===== src/design/assert_macros.svh =====
// Assertion macros for the RTL files that check their own behavior.
`ifndef ASSERT_MACROS_SVH
`define ASSERT_MACROS_SVH

// Check a property on every rising clock edge outside reset.
`define ASSERT_CLKD(label, clk, rst, prop, msg) \
   label: assert property (@(posedge clk) disable iff (rst) prop) else $error(msg);

// Check a property on every rising clock edge, reset included.
`define ASSERT_ALWAYS(label, clk, prop, msg) \
   label: assert property (@(posedge clk) prop) else $error(msg);

`endif


===== src/design/ptq_pkg.sv =====
// Shared request codes, status codes and controller-datapath types of the task queue.
package ptq_pkg;

   // request codes
   localparam logic [2:0] REQ_INS_HEAD  = 3'd0;
   localparam logic [2:0] REQ_INS_TAIL  = 3'd1;
   localparam logic [2:0] REQ_INS_SORT  = 3'd2;
   localparam logic [2:0] REQ_REM_FRONT = 3'd3;
   localparam logic [2:0] REQ_REM_REAR  = 3'd4;
   localparam logic [2:0] REQ_REM_NAMED = 3'd5;

   // result status codes
   localparam logic [1:0] ST_OK       = 2'd0;
   localparam logic [1:0] ST_EMPTY    = 2'd1;
   localparam logic [1:0] ST_FULL     = 2'd2;
   localparam logic [1:0] ST_NOTFOUND = 2'd3;

   // which cells raise their position flag when an item is captured
   localparam logic [2:0] SEL_ALL   = 3'd0;  // every cell: head insert
   localparam logic [2:0] SEL_TAIL  = 3'd1;  // first free cell
   localparam logic [2:0] SEL_LAST  = 3'd2;  // last occupied cell
   localparam logic [2:0] SEL_FIRST = 3'd3;  // cell zero
   localparam logic [2:0] SEL_PRIO  = 3'd4;  // first lower priority, else first free
   localparam logic [2:0] SEL_ID    = 3'd5;  // occupied cells holding the named id

   // shift operation applied in the execute cycle
   localparam logic [1:0] OP_NONE   = 2'd0;
   localparam logic [1:0] OP_INSERT = 2'd1;
   localparam logic [1:0] OP_REMOVE = 2'd2;

   typedef struct packed {
      logic       capture;   // latch request fields and cell flags
      logic [2:0] flag_sel;
      logic       exec;      // apply shift and load result registers
      logic [1:0] op;
      logic [1:0] status;    // status decided by the controller
   } ptq_cmd_type;

   typedef struct packed {
      logic empty;
      logic full;
   } ptq_stat_type;

endpackage


===== src/design/ptq_ctrl.sv =====
// Controller state machine of the task queue: accept, decide, execute.
module ptq_ctrl (
   input  logic                 clock,
   input  logic                 reset,
   input  logic                 start,
   input  logic [2:0]           req_type,
   input  ptq_pkg::ptq_stat_type stat,
   output logic                 busy,
   output logic                 rsp_valid,
   output ptq_pkg::ptq_cmd_type cmd
);

   localparam logic S_IDLE = 1'b0;
   localparam logic S_EXEC = 1'b1;

   logic       state_ff, state_in;
   logic [1:0] op_ff, op_in;
   logic [1:0] st_ff, st_in;
   logic       strobe_ff;
   logic       accept;
   logic [2:0] sel;

   assign accept = start && (state_ff == S_IDLE);
   assign busy   = (state_ff == S_EXEC);

   always_comb begin
      op_in = ptq_pkg::OP_NONE;
      st_in = ptq_pkg::ST_OK;
      sel   = ptq_pkg::SEL_ALL;
      unique case (req_type)
         ptq_pkg::REQ_INS_HEAD, ptq_pkg::REQ_INS_TAIL, ptq_pkg::REQ_INS_SORT: begin
            if (stat.full) begin
               st_in = ptq_pkg::ST_FULL;
            end else begin
               op_in = ptq_pkg::OP_INSERT;
            end
            if (req_type == ptq_pkg::REQ_INS_TAIL) begin
               sel = ptq_pkg::SEL_TAIL;
            end else if (req_type == ptq_pkg::REQ_INS_SORT) begin
               sel = ptq_pkg::SEL_PRIO;
            end
         end
         ptq_pkg::REQ_REM_FRONT, ptq_pkg::REQ_REM_REAR, ptq_pkg::REQ_REM_NAMED: begin
            if (stat.empty) begin
               st_in = ptq_pkg::ST_EMPTY;
            end else begin
               op_in = ptq_pkg::OP_REMOVE;
            end
            if (req_type == ptq_pkg::REQ_REM_FRONT) begin
               sel = ptq_pkg::SEL_FIRST;
            end else if (req_type == ptq_pkg::REQ_REM_REAR) begin
               sel = ptq_pkg::SEL_LAST;
            end else begin
               sel = ptq_pkg::SEL_ID;
            end
         end
         default: begin
            // unused codes: no change, status ok
         end
      endcase
   end

   always_comb begin
      state_in = state_ff;
      unique case (state_ff)
         S_IDLE: if (start) state_in = S_EXEC;
         S_EXEC: state_in = S_IDLE;
         default: state_in = S_IDLE;
      endcase
   end

   always_ff @(posedge clock) begin
      if (reset) begin
         state_ff  <= S_IDLE;
         strobe_ff <= 1'b0;
         op_ff     <= ptq_pkg::OP_NONE;
         st_ff     <= ptq_pkg::ST_OK;
      end else begin
         state_ff  <= state_in;
         strobe_ff <= (state_ff == S_EXEC);
         if (accept) begin
            op_ff <= op_in;
            st_ff <= st_in;
         end
      end
   end

   assign rsp_valid    = strobe_ff;
   assign cmd.capture  = accept;
   assign cmd.flag_sel = sel;
   assign cmd.exec     = (state_ff == S_EXEC);
   assign cmd.op       = op_ff;
   assign cmd.status   = st_ff;

endmodule


===== src/design/ptq_datapath.sv =====
// Shift-cell array, position flags, entry count and result registers of the task queue.
module ptq_datapath #(
   parameter int MAX_TASKS     = 32,
   parameter int PRIORITY_BITS = 8
) (
   input  logic                  clock,
   input  logic                  reset,
   input  ptq_pkg::ptq_cmd_type  cmd,
   input  logic [4:0]            req_task_id,
   input  logic [7:0]            req_task_priority,
   output ptq_pkg::ptq_stat_type stat,
   output logic [4:0]            rsp_removed_id,
   output logic [1:0]            rsp_status,
   output logic [5:0]            rsp_count_after
);

   localparam int CW   = $clog2(MAX_TASKS + 1);
   localparam int PW   = PRIORITY_BITS;
   localparam int PEXT = (PW > 8) ? PW : 8;
   localparam int CEXT = (CW > 6) ? CW : 6;

   logic [4:0]    task_ff [MAX_TASKS];
   logic [PW-1:0] prio_ff [MAX_TASKS];
   logic [MAX_TASKS-1:0] flag_ff, flag_in;
   logic [CW-1:0] count_ff, count_in;
   logic [4:0]    id_ff;
   logic [PW-1:0] newp_ff, newp_in;
   logic [MAX_TASKS-1:0] mark, first;
   logic [4:0]    pick [MAX_TASKS];
   logic          found;
   logic [4:0]    removed_in;
   logic [1:0]    status_in;
   logic [CEXT-1:0] count_ext;
   logic [4:0]    res_id_ff;
   logic [1:0]    res_st_ff;
   logic [5:0]    res_cnt_ff;

   logic [PEXT-1:0] prio_ext;
   assign prio_ext = PEXT'(req_task_priority);
   assign newp_in  = prio_ext[PW-1:0];

   assign stat.empty = (count_ff == '0);
   assign stat.full  = (count_ff == CW'(MAX_TASKS));

   // position flags, evaluated against the queue as it stands at capture
   for (genvar i = 0; i < MAX_TASKS; i++) begin : g_flag
      logic occupied;
      assign occupied = (CW'(i) < count_ff);
      always_comb begin
         unique case (cmd.flag_sel)
            ptq_pkg::SEL_ALL:   flag_in[i] = 1'b1;
            ptq_pkg::SEL_TAIL:  flag_in[i] = (count_ff == CW'(i));
            ptq_pkg::SEL_LAST:  flag_in[i] = (count_ff == CW'(i + 1));
            ptq_pkg::SEL_FIRST: flag_in[i] = (i == 0);
            ptq_pkg::SEL_PRIO:  flag_in[i] = (occupied && (prio_ff[i] < newp_in))
                                             || (count_ff == CW'(i));
            ptq_pkg::SEL_ID:    flag_in[i] = occupied && (task_ff[i] == req_task_id);
            default:            flag_in[i] = 1'b0;
         endcase
      end
   end

   // mark: cell at or beyond the chosen position; first: the position itself
   for (genvar i = 0; i < MAX_TASKS; i++) begin : g_mark
      if (i == 0) begin : g_head
         assign mark[i]  = flag_ff[i];
         assign first[i] = flag_ff[i];
         assign pick[i]  = first[i] ? task_ff[i] : 5'd0;
      end else begin : g_body
         assign mark[i]  = mark[i-1] | flag_ff[i];
         assign first[i] = flag_ff[i] & ~mark[i-1];
         assign pick[i]  = pick[i-1] | (first[i] ? task_ff[i] : 5'd0);
      end
   end
   assign found = mark[MAX_TASKS-1];

   // shift cells: open a gap on insert, close it on remove
   for (genvar i = 0; i < MAX_TASKS; i++) begin : g_cell
      always_ff @(posedge clock) begin
         if (cmd.exec && (cmd.op == ptq_pkg::OP_INSERT)) begin
            if (first[i]) begin
               task_ff[i] <= id_ff;
               prio_ff[i] <= newp_ff;
            end else if (i > 0 && mark[(i > 0) ? i - 1 : 0]) begin
               task_ff[i] <= task_ff[(i > 0) ? i - 1 : 0];
               prio_ff[i] <= prio_ff[(i > 0) ? i - 1 : 0];
            end
         end else if (cmd.exec && (cmd.op == ptq_pkg::OP_REMOVE) && found) begin
            if (i < MAX_TASKS - 1 && mark[i]) begin
               task_ff[i] <= task_ff[(i < MAX_TASKS - 1) ? i + 1 : i];
               prio_ff[i] <= prio_ff[(i < MAX_TASKS - 1) ? i + 1 : i];
            end
         end
      end
   end

   always_comb begin
      count_in   = count_ff;
      removed_in = 5'd0;
      status_in  = cmd.status;
      unique case (cmd.op)
         ptq_pkg::OP_INSERT: count_in = count_ff + CW'(1);
         ptq_pkg::OP_REMOVE: begin
            if (found) begin
               count_in   = count_ff - CW'(1);
               removed_in = pick[MAX_TASKS-1];
            end else begin
               status_in = ptq_pkg::ST_NOTFOUND;
            end
         end
         default: begin
         end
      endcase
   end

   assign count_ext = CEXT'(count_in);

   always_ff @(posedge clock) begin
      if (reset) begin
         count_ff <= '0;
      end else if (cmd.exec) begin
         count_ff <= count_in;
      end
   end

   always_ff @(posedge clock) begin
      if (cmd.capture) begin
         flag_ff <= flag_in;
         id_ff   <= req_task_id;
         newp_ff <= newp_in;
      end
      if (cmd.exec) begin
         res_id_ff  <= removed_in;
         res_st_ff  <= status_in;
         res_cnt_ff <= count_ext[5:0];
      end
   end

   assign rsp_removed_id  = res_id_ff;
   assign rsp_status      = res_st_ff;
   assign rsp_count_after = res_cnt_ff;

endmodule


===== src/design/priority_task_queue.sv =====
// Top level of the priority task queue: controller plus shift-cell datapath.
//
//   channel   ports                                      handshake
//   request   req_type, req_task_id, req_task_priority   start high while busy low
//   result    rsp_removed_id, rsp_status, rsp_count_after rsp_valid, one cycle
//
// For each item the accept edge latches the request and a position flag per cell,
// and the execute cycle shifts the cells and loads the result.
// busy is high during the execute cycle only, so a new item can be accepted in
// the cycle the result strobe is shown, once the flag-then-shift step of the
// cell array is through with the previous item.
// Synchronous reset empties the queue; cell contents are left as they are.
// The receiver cannot stall: rsp_valid lasts exactly one cycle per item.
`include "assert_macros.svh"

module priority_task_queue #(
   parameter int MAX_TASKS     = 32,
   parameter int PRIORITY_BITS = 8
) (
   input  logic       clock,
   input  logic       reset,
   input  logic       start,
   output logic       busy,
   input  logic [2:0] req_type,
   input  logic [4:0] req_task_id,
   input  logic [7:0] req_task_priority,
   output logic       rsp_valid,
   output logic [4:0] rsp_removed_id,
   output logic [1:0] rsp_status,
   output logic [5:0] rsp_count_after
);

   ptq_pkg::ptq_cmd_type  cmd;
   ptq_pkg::ptq_stat_type stat;

   // sequence each item: decide op and status from the code and the fill level
   ptq_ctrl u_ctrl (
      .clock     (clock),
      .reset     (reset),
      .start     (start),
      .req_type  (req_type),
      .stat      (stat),
      .busy      (busy),
      .rsp_valid (rsp_valid),
      .cmd       (cmd)
   );

   // hold the entries, locate the position, shift, and register the result
   ptq_datapath #(
      .MAX_TASKS     (MAX_TASKS),
      .PRIORITY_BITS (PRIORITY_BITS)
   ) u_datapath (
      .clock             (clock),
      .reset             (reset),
      .cmd               (cmd),
      .req_task_id       (req_task_id),
      .req_task_priority (req_task_priority),
      .stat              (stat),
      .rsp_removed_id    (rsp_removed_id),
      .rsp_status        (rsp_status),
      .rsp_count_after   (rsp_count_after)
   );

   // an accepted item always enters the execute cycle
   `ASSERT_CLKD(a_accept_exec, clock, reset, (start && !busy) |=> busy, "accept without execute")
   // the result strobe follows the execute cycle
   `ASSERT_CLKD(a_exec_strobe, clock, reset, busy |=> rsp_valid, "execute without result")
   // the strobe never overlaps an item in flight
   `ASSERT_CLKD(a_strobe_idle, clock, reset, rsp_valid |-> !busy, "result during execute")
   // a refused or failed request removes nothing
   `ASSERT_CLKD(a_fail_no_id, clock, reset,
      (rsp_valid && (rsp_status != ptq_pkg::ST_OK)) |-> (rsp_removed_id == 5'd0),
      "removed id on failed request")

endmodule


===== config.mk =====
export PLATFORM = sky130hd
export DESIGN_NAME = priority_task_queue
export DESIGN_NICKNAME = d
export VERILOG_FILES = /design/src/design/ptq_pkg.sv /design/src/design/ptq_ctrl.sv /design/src/design/ptq_datapath.sv /design/src/design/priority_task_queue.sv
export VERILOG_INCLUDE_DIRS = /design/src /design/src/design
export SDC_FILE = /design/constraint.sdc
export NUM_CORES = 1
export LEC_CHECK = 0
export ABC_AREA = 1
export BUFFER_PORTS_ARGS = -buffer_cell sky130_fd_sc_hd__buf_2
export CORE_UTILIZATION = 30
export DETAILED_ROUTE_END_ITERATION = 10
export GPL_ROUTABILITY_DRIVEN = 0
export MAX_ROUTING_LAYER = met4
export PLACE_DENSITY = 0.5
export REMOVE_ABC_BUFFERS = 1
export SLEW_MARGIN = 0
export SYNTH_ARGS = -nofsm -noshare
export SYNTH_HDL_FRONTEND = slang
export SYNTH_SLANG_ARGS = --single-unit

===== constraint.sdc =====
create_clock -name clock -period 3.95 [get_ports clock]
set_input_delay 1.185 -clock clock [delete_from_list [all_inputs] [get_ports clock]]
set_output_delay 1.185 -clock clock [all_outputs]
set_load 0.05 [all_outputs]

==> flow_metrics.tcl <==
set metrics [dict create \
    die_area_mm2 0.118 \
    irDropWorstVdd_mv 0.327 \
    synth-edff-count 474 \
    clk_latency_ns 0.65 \
    cts_buffer_depth 3 \
    cts_setup_buffers 0 \
    syn_inst 4370 \
    power_density_mw_per_mm2 335 \
    tightest_slew_ns 1.22 \
    num_io_pins 34 \
    antennaDiodeCount 0 \
    skew_ns 0.0302 \
    dp_cells 5857 \
    synth_top_family_by_area "simple AND/OR/NAND/NOR gates" \
    worst-setup-path-type "flip-flop to flip-flop" \
    grt.total_usage 0.207 \
    cts_tree "built" \
    netlist_area_mm2 0.0351 \
    finalSetupTns_ns 0 \
    start_util 0.302 \
    min_to "u_ctrl.st_ff[1]$_SDFFE_PP0P_" \
    grt_pass1_vias 29400 \
    synth_flop_cell "edfxtp_1" \
    ff2ff_setup_slack_ns 0.19 \
    drive_above_1_share 0.110 \
    max_slew_margin 0.188 \
    via_count 30600 \
    htree_levels 2 \
    worst_ep_required_time_ns 4.36 \
    switchingPower_mw 3.69 \
    r2r_cells 24 \
    mostFrequentLayoutCell "nand2_1" \
    muxShareOfSynthArea 0.00610 \
    hold_viol_final 0 \
    power.total_mw 13.1 \
    grt_max_degree 37 \
    root_buffer "clkbuf_16" \
    path_clk_slew_ns 0.06 \
    num_rows 125 \
    maxSlewViolCount 0 \
    synth-xor-area-share 0.00998 \
    worst_setup_path_end_kind "flip-flop" \
    synth-seq-cells 486 \
    worstPathMaxFanout 9 \
    hold_path_startpoint "u_ctrl.st_ff[1]$_SDFFE_PP0P_" \
    setup_viol 0 \
    start_kind "flip-flop" \
    dr.pass1.iters 6 \
    min_path_type "flip-flop to flip-flop" \
    grt_overflow 0 \
    cts_hold_buf 0 \
    seq_power_share 0.457 \
    numClockSinks 486 \
    ant_nets 0 \
    async_flop_share 0 \
    min_path_cells 2 \
    antenna_found_initial 0 \
    drtIter0Drc 2856 \
    seq_area_frac_synth 0.412 \
    p_int_mw 9.44 \
    core_area_mm2 0.116 \
    status "complete, no violations" \
    rsz0062_at_grt "false" \
    grt_pass1_wl_um 182000 \
    synth_area_leaders "edfxtp_1, nand2_1, ha_1, o21ai_0, inv_1" \
    min_period_ns 3.76 \
    reg2reg_to "u_datapath.rsp_removed_id[0]$_SDFFCE_PN0P_" \
    final_cell_mix "nand2_1, o21ai_0, inv_1" \
    critPathArrivalTime_ns 4.16 \
    yosysWarnings 0 \
    utilization 0.338 \
    synth_top_cell_by_area "edfxtp_1" \
    wirelength_um 120000 \
    synth_compound_area_frac 0.188 \
    syn_to_final_growth_pct 11.7 \
    die_h_um 344 \
    fillers 12300 \
    via_per_inst 5.13 \
    clkPwrFrac 0.401 \
    drc 0 \
    drv_cap 0 \
    synth_fa_ha_area_frac 0.0820 \
    netlist.area_leader.share 0.406 \
    cts-buffers-inserted 59 \
    combPwrFrac 0.142 \
    synthSimpleGateAreaFrac 0.210 \
    ctsResizeCount 0 \
    final_net_count 4643 \
    port_buffers 33 \
    p_sw_frac 0.281 \
    fp.dieW_um 344 \
    wl_per_cell_um 20.1 \
    syn_avg_cell_area_um2 8.03 \
    final_cells 5960 \
    hpwl_um 88700 \
    r2r-start "u_datapath.flag_ff[0]$_DFFE_PP_" \
    final.period_utilization 0.952 \
    yosys.cell_types.count 55 \
    max_freq_ghz 0.266 \
    p_leak_nw 17.5 \
]
-- final cells by class --
type                    count  area, µm²  share of cell area
clock buffers              76       1560              0.0398
multi-input cells        3132      17500               0.447
repair buffers            188       1560              0.0399
flip-flops and latches    486      14500               0.369
inverters                 527       1980              0.0505
clock inverters            27        208             0.00530
well taps                1524       1910              0.0487
-- cells in the mapped netlist (all sizes together) (2+ instances only) --
library cell,count
dfxtp,12
o2111ai,15
a21o,27
a31oi,7
xor2,30
a32oi,9
o21ai,810
a2111oi,4
o211ai,23
nor3,16
a21oi,135
nand3,152
buf,66
xnor2,10
o31ai,6
clkinv,2
clkbuf,159
o22ai,66
nand2,1261
a32o,4
mux2,19
o221ai,4
a211oi,6
nor2,205
edfxtp,474
nor4,11
a21boi,5
inv,525
ha,230
nand4,58
a221o,2
a221oi,5
o41ai,7
-- sequential cells by signal, summed over array words and instances, names as in the netlist --
register,flops
u_datapath.task_ff,160
u_datapath.prio_ff,256
u_datapath.newp_ff,8
u_datapath.rsp_status,2
u_ctrl.op_ff,2
u_datapath.count_ff,6
u_ctrl.st_ff,2
u_ctrl.rsp_valid,1
u_datapath.rsp_count_after,6
u_datapath.id_ff,5
u_datapath.flag_ff,32
u_ctrl.busy,1
u_datapath.rsp_removed_id,5
-- worst max path at each step --
stage,from,endpoint,cells past startpoint
floorplan,u_datapath.flag_ff[0]$_DFFE_PP_,u_datapath.prio_ff[1][100]$_DFFE_PP_,20
global placement,u_datapath.flag_ff[1]$_DFFE_PP_,u_datapath.prio_ff[1][66]$_DFFE_PP_,21
detailed placement,u_datapath.flag_ff[1]$_DFFE_PP_,u_datapath.prio_ff[1][66]$_DFFE_PP_,21
CTS,u_datapath.flag_ff[1]$_DFFE_PP_,u_datapath.prio_ff[1][50]$_DFFE_PP_,21
global route,u_datapath.flag_ff[0]$_DFFE_PP_,u_datapath.rsp_removed_id[3]$_SDFFCE_PN0P_,24
finish,u_datapath.flag_ff[0]$_DFFE_PP_,u_datapath.rsp_removed_id[0]$_SDFFCE_PN0P_,24
-- metrics by stage --
stage,cell area [µm²],setup WS (ns),hold WS (ns)
final,39200,0.190,0.468
after global routing,39200,0.0294,0.505
after CTS,39100,0.0925,0.466
after detailed placement,37300,0.117,0.455
after global placement,37300,0.180,0.453
after floorplan,33900,-1.45,0.434
-- cells by family (layout without fill, tap and decap cells) --
kind of cell / Yosys count / count (layout)
AOI/OAI and AO/OA: 1138 / 1138
xor gates and xnor gates: 40 / 40
DFF: 486 / 486
and+or+nand+nor: 1705 / 1705
muxes: 19 / 19
buffers and inverters: 752 / 818
adders and majority gates: 230 / 230
-- power by group through the flow --
| stage | sequential (mW) | combinational (mW) | clock, mW |
|---|---|---|---|
| 5_1_grt | 6.02 | 2.10 | 5.53 |
| 6_report | 6.01 | 1.86 | 5.26 |
| 2_1_floorplan | 6.11 | 1.12 | 0 |
| 3_3_place_gp | 6.11 | 1.82 | 0 |
| 3_5_place_dp | 6.11 | 1.85 | 0 |
| 4_1_cts | 6.00 | 1.86 | 5.36 |
-- worst max-delay path, stage by stage (launching register included) --
cell and delay (ns):
edfxtp_1 0.40, buf_4 0.20, inv_1 0.05, nand2_1 0.14
nor2_1 0.13, nand2_1 0.08, nand4_1 0.12, nor2_1 0.15
nand3_1 0.10, nor2_1 0.14, nand3_1 0.11, nor2_1 0.10
nand3_1 0.08, nor2_1 0.12, nand3_1 0.10, nor2_1 0.19
nand4_1 0.15, nor2_1 0.16, nand4_1 0.12, nor2_1 0.20
nand4_1 0.18, nor2_1 0.21, nand4_1 0.13, nand2_1 0.09
inv_1 0.04
-- routing by layer --
layer  GRT usage  up-vias  part of all wire
met3      0.0235      196             0.057
met2       0.334      908              0.46
met5           -        -                 0
li1            -    14900                 -
met1       0.272    14500              0.45
met4      0.0573        0             0.028
Power figures use the tool's default switching activity.
